## src/sv/tarc_pkg.sv

```systemverilog
`timescale 1ns / 1ps

package tarc_pkg;

    // arctangent iteration count, capped at the table length
    localparam int ANGLE_ITERATIONS = 16;
    localparam int ATAN_ENTRIES     = 24;
    localparam int TARC_ITERS       = (ANGLE_ITERATIONS < ATAN_ENTRIES) ?
                                      ANGLE_ITERATIONS : ATAN_ENTRIES;
    localparam int ITER_W           = $clog2(TARC_ITERS);
    localparam int TBL_W            = $clog2(ATAN_ENTRIES);

    // field widths
    localparam int ACC_IN_W = 16;
    localparam int ANGLE_W  = 10;
    localparam int THR_A_W  = 11;
    localparam int FORCE_W  = 12;
    localparam int REP_W    = 16;
    localparam int SEQ_W    = 32;
    localparam int CFG_IDX_W = 2;
    localparam int CFG_DAT_W = 12;

    // datapath widths
    localparam int PRE_SHIFT = 14;
    localparam int XY_W      = 33;
    localparam int ACC_W     = 28;

    localparam logic [ANGLE_W-1:0] ANGLE_MAX = ANGLE_W'(900);

    // register indexes
    localparam logic [CFG_IDX_W-1:0] REG_LOW_ANGLE  = 2'd0;
    localparam logic [CFG_IDX_W-1:0] REG_HIGH_ANGLE = 2'd1;
    localparam logic [CFG_IDX_W-1:0] REG_FORCE_THR  = 2'd2;

    // register reset values
    localparam logic [THR_A_W-1:0] RST_LOW_ANGLE  = 11'd350;
    localparam logic [THR_A_W-1:0] RST_HIGH_ANGLE = 11'd700;
    localparam logic [FORCE_W-1:0] RST_FORCE_THR  = 12'd150;

    typedef enum logic [2:0] {
        S_IDLE = 3'b001,
        S_CALC = 3'b010,
        S_WRAP = 3'b100
    } t_state;

    // atan(2^-i) in tenths of a degree, Q16
    function automatic logic signed [ACC_W-1:0] tarc_atan(input logic [TBL_W-1:0] idx);
        logic signed [ACC_W-1:0] v;
        begin
            case (idx)
                5'd0:    v = 28'sd29491200;
                5'd1:    v = 28'sd17409672;
                5'd2:    v = 28'sd9198793;
                5'd3:    v = 28'sd4669451;
                5'd4:    v = 28'sd2343786;
                5'd5:    v = 28'sd1173036;
                5'd6:    v = 28'sd586661;
                5'd7:    v = 28'sd293348;
                5'd8:    v = 28'sd146676;
                5'd9:    v = 28'sd73339;
                5'd10:   v = 28'sd36669;
                5'd11:   v = 28'sd18335;
                5'd12:   v = 28'sd9167;
                5'd13:   v = 28'sd4584;
                5'd14:   v = 28'sd2292;
                5'd15:   v = 28'sd1146;
                5'd16:   v = 28'sd573;
                5'd17:   v = 28'sd286;
                5'd18:   v = 28'sd143;
                5'd19:   v = 28'sd72;
                5'd20:   v = 28'sd36;
                5'd21:   v = 28'sd18;
                5'd22:   v = 28'sd9;
                5'd23:   v = 28'sd4;
                default: v = '0;
            endcase
            return v;
        end
    endfunction

endpackage

```

## src/sv/tilt_angle_rep_counter_core.sv

```systemverilog
`timescale 1ns / 1ps
// from the input transfer: S_CALC while the rotator iterates, r_fin, r_done, S_WRAP, then o_out_valid
// one item at a time through the shared arctangent rotator; S_WRAP waits for a free output slot
// o_in_ready is high only while no item is in flight; a finished result may wait in the output register
// reset (synchronous, active low): thresholds to 350 / 700 / 150, angle, phase, reps and sequence to zero

module tilt_angle_rep_counter_core (
    input  logic                            i_clk,
    input  logic                            i_rst_n,
    // sample channel
    input  logic                            i_in_valid,
    output logic                            o_in_ready,
    input  logic signed [tarc_pkg::ACC_IN_W-1:0] i_accel_y,
    input  logic signed [tarc_pkg::ACC_IN_W-1:0] i_accel_z,
    input  logic                            i_read_ok,
    input  logic [tarc_pkg::FORCE_W-1:0]    i_force_raw,
    // result channel
    output logic                            o_out_valid,
    input  logic                            i_out_ready,
    output logic [tarc_pkg::ANGLE_W-1:0]    o_angle_tenths,
    output logic [tarc_pkg::FORCE_W-1:0]    o_force_value,
    output logic                            o_motor_on,
    output logic [tarc_pkg::REP_W-1:0]      o_rep_count,
    output logic [tarc_pkg::SEQ_W-1:0]      o_sequence_res,
    // configuration writes
    input  logic                            i_cfg_we,
    input  logic [tarc_pkg::CFG_IDX_W-1:0]  i_cfg_idx,
    input  logic [tarc_pkg::CFG_DAT_W-1:0]  i_cfg_data
);
    import tarc_pkg::*;

    t_state r_state, n_state;

    // configuration registers
    logic [THR_A_W-1:0] r_low_thr, r_high_thr;
    logic [FORCE_W-1:0] r_force_thr;

    // architectural state
    logic [ANGLE_W-1:0] r_last_angle, n_last_angle;
    logic               r_ext, n_ext;
    logic [REP_W-1:0]   r_reps, n_reps;
    logic [SEQ_W-1:0]   r_seq, n_seq;

    // captured sample fields
    logic               r_read_ok;
    logic [FORCE_W-1:0] r_force;

    // output register
    logic               r_out_valid;
    logic [ANGLE_W-1:0] r_o_angle;
    logic [FORCE_W-1:0] r_o_force;
    logic               r_o_motor;
    logic [REP_W-1:0]   r_o_reps;
    logic [SEQ_W-1:0]   r_o_seq;

    logic               w_in_xfer, w_out_xfer, w_commit, w_slot_free;
    logic [ACC_IN_W-1:0] w_mag_y, w_mag_z;
    logic               w_cdc_done;
    logic [ANGLE_W-1:0] w_cdc_angle;

    assign o_in_ready = (r_state == S_IDLE);
    assign w_in_xfer  = i_in_valid && o_in_ready;
    assign w_out_xfer = r_out_valid && i_out_ready;
    // the output slot is free when empty or being drained this cycle
    assign w_slot_free = !r_out_valid || i_out_ready;
    assign w_commit    = (r_state == S_WRAP) && w_slot_free;

    // magnitudes; the most negative reading maps to 32768 exactly
    assign w_mag_y = i_accel_y[ACC_IN_W-1] ? ACC_IN_W'(~i_accel_y + 1'b1) : i_accel_y;
    assign w_mag_z = i_accel_z[ACC_IN_W-1] ? ACC_IN_W'(~i_accel_z + 1'b1) : i_accel_z;

    // shared arctangent rotator, started on every sample transfer
    tarc_cordic u_cordic (
        .i_clk   (i_clk),
        .i_rst_n (i_rst_n),
        .i_start (w_in_xfer),
        .i_mag_y (w_mag_y),
        .i_mag_z (w_mag_z),
        .o_done  (w_cdc_done),
        .o_angle (w_cdc_angle)
    );

    // sequencer
    always_comb begin
        n_state = r_state;
        case (r_state)
            S_IDLE:  if (w_in_xfer) n_state = S_CALC;
            S_CALC:  if (w_cdc_done) n_state = S_WRAP;
            S_WRAP:  if (w_slot_free) n_state = S_IDLE;
            default: n_state = S_IDLE;
        endcase
    end

    // angle selection, hysteresis and counters for the committing sample
    always_comb begin
        n_last_angle = r_read_ok ? w_cdc_angle : r_last_angle;
        n_ext        = r_ext;
        n_reps       = r_reps;
        if (!r_ext) begin
            // ready knee extends at or above the high threshold
            if (THR_A_W'(n_last_angle) >= r_high_thr) begin
                n_ext = 1'b1;
            end
        end else if (THR_A_W'(n_last_angle) <= r_low_thr) begin
            // rep completes, counter saturates
            if (r_reps != '1) begin
                n_reps = r_reps + 1'b1;
            end
            n_ext = 1'b0;
        end
        n_seq = r_seq + 1'b1;
    end

    always_ff @(posedge i_clk) begin
        if (!i_rst_n) begin
            r_state      <= S_IDLE;
            r_low_thr    <= RST_LOW_ANGLE;
            r_high_thr   <= RST_HIGH_ANGLE;
            r_force_thr  <= RST_FORCE_THR;
            r_last_angle <= '0;
            r_ext        <= 1'b0;
            r_reps       <= '0;
            r_seq        <= '0;
            r_out_valid  <= 1'b0;
        end else begin
            r_state <= n_state;
            if (i_cfg_we) begin
                case (i_cfg_idx)
                    REG_LOW_ANGLE:  r_low_thr   <= i_cfg_data[THR_A_W-1:0];
                    REG_HIGH_ANGLE: r_high_thr  <= i_cfg_data[THR_A_W-1:0];
                    REG_FORCE_THR:  r_force_thr <= i_cfg_data;
                    default: ;
                endcase
            end
            if (w_commit) begin
                r_last_angle <= n_last_angle;
                r_ext        <= n_ext;
                r_reps       <= n_reps;
                r_seq        <= n_seq;
                r_out_valid  <= 1'b1;
            end else if (w_out_xfer) begin
                r_out_valid  <= 1'b0;
            end
        end
    end

    // payload registers
    always_ff @(posedge i_clk) begin
        if (w_in_xfer) begin
            r_read_ok <= i_read_ok;
            r_force   <= i_force_raw;
        end
        if (w_commit) begin
            r_o_angle <= n_last_angle;
            r_o_force <= r_force;
            r_o_motor <= (r_force >= r_force_thr);
            r_o_reps  <= n_reps;
            r_o_seq   <= n_seq;
        end
    end

    assign o_out_valid    = r_out_valid;
    assign o_angle_tenths = r_o_angle;
    assign o_force_value  = r_o_force;
    assign o_motor_on     = r_o_motor;
    assign o_rep_count    = r_o_reps;
    assign o_sequence_res = r_o_seq;

endmodule

```

## src/sv/tarc_cordic.sv

```systemverilog
`timescale 1ns / 1ps

module tarc_cordic (
    input  logic                            i_clk,
    input  logic                            i_rst_n,
    input  logic                            i_start,
    input  logic [tarc_pkg::ACC_IN_W-1:0]   i_mag_y,
    input  logic [tarc_pkg::ACC_IN_W-1:0]   i_mag_z,
    output logic                            o_done,
    output logic [tarc_pkg::ANGLE_W-1:0]    o_angle
);
    import tarc_pkg::*;

    logic signed [XY_W-1:0]  r_x, r_y, n_x, n_y;
    logic signed [ACC_W-1:0] r_acc, n_acc;
    logic [ITER_W-1:0]       r_iter;
    logic                    r_busy, r_fin, r_done;
    logic                    r_y_zero, r_z_zero;
    logic [ANGLE_W-1:0]      r_angle, n_angle;

    logic signed [XY_W-1:0]  w_sx, w_sy;
    logic signed [ACC_W-1:0] w_atan, w_rnd;
    logic [11:0]             w_whole;

    // one vectoring micro-rotation per cycle
    always_comb begin
        w_sx   = r_x >>> r_iter;
        w_sy   = r_y >>> r_iter;
        w_atan = tarc_atan(TBL_W'(r_iter));
        if (r_y > 0) begin
            n_x   = r_x + w_sy;
            n_y   = r_y - w_sx;
            n_acc = r_acc + w_atan;
        end else begin
            n_x   = r_x - w_sy;
            n_y   = r_y + w_sx;
            n_acc = r_acc - w_atan;
        end
    end

    // round half up to whole tenths and clamp
    always_comb begin
        w_rnd   = r_acc + ACC_W'(32768);
        w_whole = w_rnd[27:16];
        if (r_y_zero) begin
            n_angle = '0;
        end else if (r_z_zero) begin
            n_angle = ANGLE_MAX;
        end else if (r_acc <= 0) begin
            n_angle = '0;
        end else if (w_whole > 12'(ANGLE_MAX)) begin
            n_angle = ANGLE_MAX;
        end else begin
            n_angle = w_whole[ANGLE_W-1:0];
        end
    end

    always_ff @(posedge i_clk) begin
        if (!i_rst_n) begin
            r_busy <= 1'b0;
            r_fin  <= 1'b0;
            r_done <= 1'b0;
            r_iter <= '0;
        end else begin
            r_done <= 1'b0;
            r_fin  <= 1'b0;
            if (i_start) begin
                r_busy <= 1'b1;
                r_iter <= '0;
            end else if (r_busy) begin
                r_iter <= r_iter + 1'b1;
                if (r_iter == ITER_W'(TARC_ITERS - 1)) begin
                    r_busy <= 1'b0;
                    r_fin  <= 1'b1;
                end
            end else if (r_fin) begin
                r_done <= 1'b1;
            end
        end
    end

    always_ff @(posedge i_clk) begin
        if (i_start) begin
            r_x      <= $signed({3'b000, i_mag_z, 14'd0});
            r_y      <= $signed({3'b000, i_mag_y, 14'd0});
            r_acc    <= '0;
            r_y_zero <= (i_mag_y == '0);
            r_z_zero <= (i_mag_z == '0);
        end else if (r_busy) begin
            r_x   <= n_x;
            r_y   <= n_y;
            r_acc <= n_acc;
        end
        if (r_fin) begin
            r_angle <= n_angle;
        end
    end

    assign o_done  = r_done;
    assign o_angle = r_angle;

endmodule

```

## config.mk

```make
export PLATFORM = sky130hd
export DESIGN_NAME = tilt_angle_rep_counter_core
export DESIGN_NICKNAME = d
export VERILOG_FILES = /design/src/sv/tarc_pkg.sv /design/src/sv/tilt_angle_rep_counter_core.sv /design/src/sv/tarc_cordic.sv
export SDC_FILE = /design/constraint.sdc
export NUM_CORES = 1
export LEC_CHECK = 0
export BUFFER_PORTS_ARGS = -buffer_cell sky130_fd_sc_hd__buf_4
export CORE_MARGIN = 3
export CORE_UTILIZATION = 39
export CTS_CLUSTER_DIAMETER = 40
export DETAILED_ROUTE_END_ITERATION = 8
export PLACE_DENSITY = 0.55
export SETUP_SLACK_MARGIN = 0.3
export SLEW_MARGIN = 20
export SYNTH_ARGS = -nofsm -noshare
export SYNTH_HDL_FRONTEND = slang
export SYNTH_SLANG_ARGS = --single-unit
```

## constraint.sdc

```tcl
create_clock -name i_clk -period 8.8 [get_ports i_clk]
set_input_delay 1.76 -clock i_clk [delete_from_list [all_inputs] [get_ports i_clk]]
set_output_delay 1.76 -clock i_clk [all_outputs]
set_load 0.05 [all_outputs]
```

* Word level (Yosys, flattened, before mapping)
Memory sizes are Yosys's and may differ from the RTL's. A register that Yosys moved wholly into a read port is not among the register bits.
Cells that the tools add are included.
** Operators by class
- Equality and inequality tests :: 10
- Muxes and demuxes :: 32
- Bitwise gates (word level) :: 4
- Magnitude comparators :: 6
- Reductions and logical operators :: 18
- Shifts and indexed selects :: 2
- Add/subtract/negate cells :: 12
- Multipliers :: 0
- Div/mod/pow operators :: 0
** Operators by type and width (count)
- $mux 30 :: 4
- $mux 16 :: 5
- $add 33x33->33 :: 2
- $mux 33 :: 2
- $sshr 33x4->33 :: 2
- $sub 33x33->33 :: 2
- $add 16x1->16 const B :: 3
- $mux 10 :: 4
- $gt 33x1->1 const B :: 1
- $add 32x1->32 const B :: 1
- $logic_not 16->1 :: 2
- $not 16->16 :: 2
- $add 28x17->28 const B :: 1
- $add 28x28->28 :: 1
- $le 28x1->1 const B :: 1
- $mux 28 :: 1
- $sub 28x28->28 :: 1
- $ne 16x16->1 const B :: 1
- $ge 12x12->1 :: 1
- $gt 12x10->1 const B :: 1
- $ge 10x11->1 :: 1
- $le 10x11->1 :: 1
- $mux 1 :: 10
- $mux 3 :: 3
- other kinds (22) :: 31
** Word-level totals
- Memories kept :: 1
- Bits in registers :: 294
- Bits in writable memories :: 0
- Logic and storage cells :: 114
- Bits of input ports :: 64
- Output and inout bits :: 73
- Bits in read-only memories :: 400
- Latch bits :: 0
** Memory list
- (name not given) :: words 16, width 25, rd ports 1, clocked after memory_dff 1, write ports 0, line tarc_pkg.sv:50 : case (idx)

* Longest topological paths before layout
- Depth after elaboration :: 5
- Depth in mapped cells :: 30
- Depth with buffers taken out :: 23

* Modules after synthesis
From an unflattened synthesis, not the netlist that was laid out.
** Second synthesis, totals
- Cells, all modules :: 2821
- Area, all modules :: 24543.5 um^2
** By module, submodules not included
- tarc_cordic :: instances 1, sequential area each 3203.1 um^2, area an instance 15843.9 um^2, cells each 1950
- tilt_angle_rep_counter_core :: instances 1, sequential area each 4464.3 um^2, area an instance 8699.6 um^2, cells each 871

* Least setup slack after synthesis
Ideal clock, no wire load.
- Path kind :: register to register
- Start :: register u_cordic.r_iter[3]
- End :: register u_cordic.r_x[32]
- Library setup time :: 0.127 ns
- Slack :: 3.385 ns
- Path buffers :: 8
- Period minus slack after synthesis :: 5.415 ns
- Stages on the path, launching flop included :: 30
- Required time :: 8.673 ns
- Arrival time :: 5.287 ns
- Path through :: dfxtp_1 -> buf_6 -> buf_4 -> buf_6 -> buf_4 -> buf_4 -> buf_4 -> clkbuf_1 -> nand2_1 -> and3_1 -> a21o_1 -> ha_1 -> and3_1 -> and3_1 -> and2_1 -> buf_2 -> a21oi_1 -> xor2_1 -> ha_1 -> o21ai_0 -> nand2b_1 -> a311oi_1 -> o311ai_0 -> a31o_2 -> a221o_1 -> a31oi_1 -> xnor2_1 -> nand2_1 -> xor2_1 -> nor2_1
** On the way
- Cells in the longest elaborated chain, start to end :: 3
- Elaborated cells between the ends (all ways) :: 4
- Those cells by class :: 2 x add/sub; 1 x shift; 1 x mux
** RTL lines
- from (decl) :: line tarc_cordic.sv:16 : logic [ITER_W-1:0] r_iter;
- from (signal assigned) :: line tarc_cordic.sv:71 : r_iter <= r_iter + 1'b1;
- $sshr 33x4->33 (*) :: line tarc_cordic.sv:28 : w_sy = r_y >>> r_iter;
- $sub 33x33->33 / $add 33x33->33 (equally long branches) :: line tarc_cordic.sv:35, tarc_cordic.sv:31
- $mux 33 (*) :: line tarc_cordic.sv:30 : if (r_y > 0) begin
- to (signal assigned) :: line tarc_cordic.sv:84 : r_x <= $signed({3'b000, i_mag_z, 14'd0});
- to (signal assigned) :: line tarc_cordic.sv:90 : r_x <= n_x;
- to (decl) :: line tarc_cordic.sv:14 : logic signed [XY_W-1:0] r_x, r_y, n_x, n_y;
Every way passes the cells marked *; elsewhere a longest branch is shown, timed or not.
A chain may end at the register's enable or synchronous reset.

* Final worst setup path
- Start :: register u_cordic.r_iter[1]
- End :: register u_cordic.r_y[20] (data pin)
** On the way
- Cells in the longest elaborated chain, start to end :: 5
- Elaborated cells between the ends (all ways) :: 6
- Those cells by class :: 2 x add/sub; 1 x shift; 3 x mux
** RTL lines
- $sshr 33x4->33 (*) :: line tarc_cordic.sv:27 : w_sx = r_x >>> r_iter;
- $add 33x33->33 / $sub 33x33->33 (equally long branches) :: line tarc_cordic.sv:36, tarc_cordic.sv:32
- $mux 33 (*) :: line tarc_cordic.sv:30
- $mux 30 (*) :: line tarc_cordic.sv:89 : end else if (r_busy) begin
- $mux 30 (*) :: line tarc_cordic.sv:83 : if (i_start) begin
- to (signal assigned) :: line tarc_cordic.sv:85 : r_y <= $signed({3'b000, i_mag_y, 14'd0});
- to (signal assigned) :: line tarc_cordic.sv:91 : r_y <= n_y;
- to (decl) :: line tarc_cordic.sv:14
Every way passes the cells marked *; elsewhere a longest branch is shown, timed or not. The select of a mux whose other input is x is not followed.

==> flow_summary_export.csv <==
group,metric,value,unit
synth,ys.flop_type,"dfxtp_1",
detailed_routing,vias,21100,
sta,finalHoldWorstSlack,0.454,ns
detailed_routing,drt_iter0_drc,1279,
place,dp_cells,3612,
cts,htree_levels,3,
synth,synth_warnings,0,
worst_setup_path,crit_path_frequent_cell,"o21ai_0",
outcome,outcome,"completed",
global_routing,grt_usage,20.8,%
finish,layout.area.seq,7680,sq um
sta,grt_setup_unrepaired,"false",
global_routing,grt_max_degree,83,
detailed_routing,drc,0,
detailed_routing,final_antenna_net_count,0,
synth,synthesis.area,24300,sq um
die,rows,90,
synth,syn_avg_cell_area,8.80,sq um
die,fp.coreArea,60900,sq um
worst_setup_path,worstPathRequired,9.08,ns
global_routing,grt_pass1_wl,111000,um
cts,clockBufferDepth,3,
min_path,worstHoldPathType,"register to register",
flow_run,max-cap-violations,0,
die,die_h,255,um
synth,synth-async-reset-ratio,0,%
sta,max_freq,151,MHz
sta,setup_slack,2.17,ns
worst_setup_path,critPathCaptureType,"register",
cts,tritoncts,"yes",
synth,synth_cells,2757,
worst_setup_path,cpMaxStageDelayCell,"dfxtp_4",
finish,multiInputGateArea,15600,sq um
place,place.gp.congestion,0.905,
detailed_routing,routed_wl,69800,um
cts,clock-sinks,319,
synth,ys_ff_latch,319,
cts,clkSlewWorstSetupHoldPaths,0.05,ns
place,dp_slack,2.22,ns
detailed_routing,wl_per_cell,18.7,um
cts,worstSkewPairLatency,0.60,ns
finish,stdcell_count,3734,
cts,postCtsHoldBufs,0,
die,die_area,65200,sq um
worst_setup_path,timing_worst_setup_path_type,"register to register",
sta,setup_violations,0,
sta,worst_pin_slew,1.03,ns
synth,syn-num-nets,2970,
power_and_ir_drop,p_total,9.63,mW
worst_setup_path,critical_path.max_fanout,54,
sta,fin_skew,0.0349,ns
finish,drive_gt1_share,14.6,%
synth,yosysSeqAreaShare,31.6,%
finish,finalNetCount,3065,
die,start_util,39.8,%
finish,fill_cells,5847,
sta,layout_min_cycle_time,6.63,ns
detailed_routing,via_per_inst,5.64,
place,portBuffers,136,
worst_setup_path,critPathLaunchType,"register",
detailed_routing,drt-pass1-iter-count,5,
synth,synth_cell_types,96,
finish,diodes,0,
worst_setup_path,path_cells,"buf_4 > mux4_2 > and2_4 > a21oi_1 > nand2_1 > o21ai_0 > ha_1 > a21oi_1 > xnor2_1 > ha_1 > a2111o_1 > a31oi_1 > o21ai_1 > a2111oi_4 > o21ai_0 > a31oi_1 > o21ai_0 > a21boi_0 > xor2_1 > o22ai_1",
cts,cts-resized-gates,0,
power_and_ir_drop,powerDensity,341,nW/um^2
power_and_ir_drop,peakVddDrop,0.000185,V
synth,synth_edf_count,128,
die,fp.dieW,255,um
global_routing,grt.overflow.total,0,
worst_setup_path,critPathMaxStageDelay,0.84,ns
sta,fin_crit_sh,75.3,%
global_routing,first_global_vias,20800,
place,hpwl,51200,um
global_routing,antenna_found_initial,0,
sta,slew_headroom,31.6,%
power_and_ir_drop,total_leakage_power,11.5,nW
sta,finalHoldViolCount,0,
finish,syn_to_final_growth,16.3,%
cts,cts_made_buffers,66,
cts,cts_setup_buffers,0,
sta,maxSlewViolCount,0,
sta,tns,0,ns
worst_setup_path,crit_arrival,6.91,ns
cts,root_buffer,"clkbuf_16",
die,boundaryPins,137,
sequential cells by signal, summed over array words and instances, names as in the netlist, 3 cells and up:
register	count
o_rep_count	16
u_cordic.r_y	33
r_reps	16
o_angle_tenths	10
u_cordic.o_angle	10
r_high_thr	11
r_seq	32
o_force_value	12
u_cordic.r_iter	4
r_state	3
u_cordic.r_x	33
u_cordic.w_atan	25
r_force_thr	12
r_last_angle	10
u_cordic.r_acc	28
o_sequence_res	32
r_low_thr	11
r_force	12
layout make-up:
class                      count  share of cell area (%)
clock inverter                43                    1.83
clock buffer                  79                    6.59
sequential                   319                    27.2
inverter                      99                    1.33
timing repair buffer         154                    4.10
multi-input combinational   2212                    55.3
tap                          828                    3.67
final timing paths:
| path | start | to | slack, ns | cells after the start |
|---|---|---|---|---|
| setup / recovery | u_cordic.r_iter[1] | u_cordic.r_y[20] | 2.17 | 20 |
| hold / removal | r_high_thr[8] | r_high_thr[8] | 0.45 | 2 |
| setup reg to reg | u_cordic.r_iter[1] | u_cordic.r_y[20] | 2.17 | 20 |
| hold reg to reg | r_high_thr[8] | r_high_thr[8] | 0.45 | 2 |
where the power goes:
group | switching [mW] | internal (mW) | leakage (nW)
combinational | 2.72 | 2.19 | 7.50
clock | 0.925 | 1.70 | 1.16
sequential | 0.366 | 1.73 | 2.87
synth_stat cells (all sizes together), types with 40 or more instances:
cell type  number  area share (%)
nand2         335             5.2
nor2          281             4.4
a21oi         192             4.0
dfxtp         191              16
xnor2         147             5.3
ha            146             7.5
o21ai         131             2.7
edfxtp        128              16
xor2          127             4.6
mux2i         117             4.9
inv            95             1.5
clkbuf         73             1.1
a21o           62             1.9
nand3          60             1.2
mux4           55             5.1
buf            54             1.4
mux2           46             2.1
nor3           46            0.97
and3           40             1.1
worst max-delay path: cells and delay by family, from the launching register on:
kind	cells	cell delay, ns
AND/OR/NAND/NOR	2	0.27
AO/OA/AOI/OAI	12	2.89
adder cells (fa/ha/maj)	2	0.70
multiplexers	1	0.61
flip-flops	1	0.84
XOR/XNOR	2	0.33
buffers and inverters	1	0.62
through the flow:
stage	util, %	instance area, sq um
after floorplan	-	24300
after global placement	42.4	25800
after detailed placement	42.4	25800
after CTS	46.3	28200
after global routing	46.3	28200
final	46.3	28200
routing by layer:
| layer | up-vias | wire length, um | track usage, % |
|---|---|---|---|
| met5 | - | 0 | 0 |
| met4 | 0 | 2920 | 9.06 |
| met3 | 183 | 3690 | 3.76 |
| met2 | 637 | 34400 | 36.7 |
| met1 | 10000 | 28800 | 24.7 |
| li1 | 10200 | - | - |
logic make-up after synthesis:
group,synth area share (%)
fa+ha+maj,7.78
simple gates,17.7
compound gates,16.7
xor+xnor,9.90
flops,31.6
mux,12.1
buf+inv,4.10
cell usage in the layout (no fill, tap or decap), types with 60 or more instances in the layout:
cell	synthesis	layout
buf_4	7	154
nor2_1	279	278
a21o_1	62	62
nand3_1	60	60
mux2i_1	116	116
o21ai_0	122	122
a21oi_1	192	192
xnor2_1	147	147
dfxtp_1	191	186
ha_1	146	146
edfxtp_1	128	128
clkbuf_16	0	72
nand2_1	335	335
xor2_1	127	127
inv_1	92	90
Note: power is estimated with default switching activity, not from simulation.
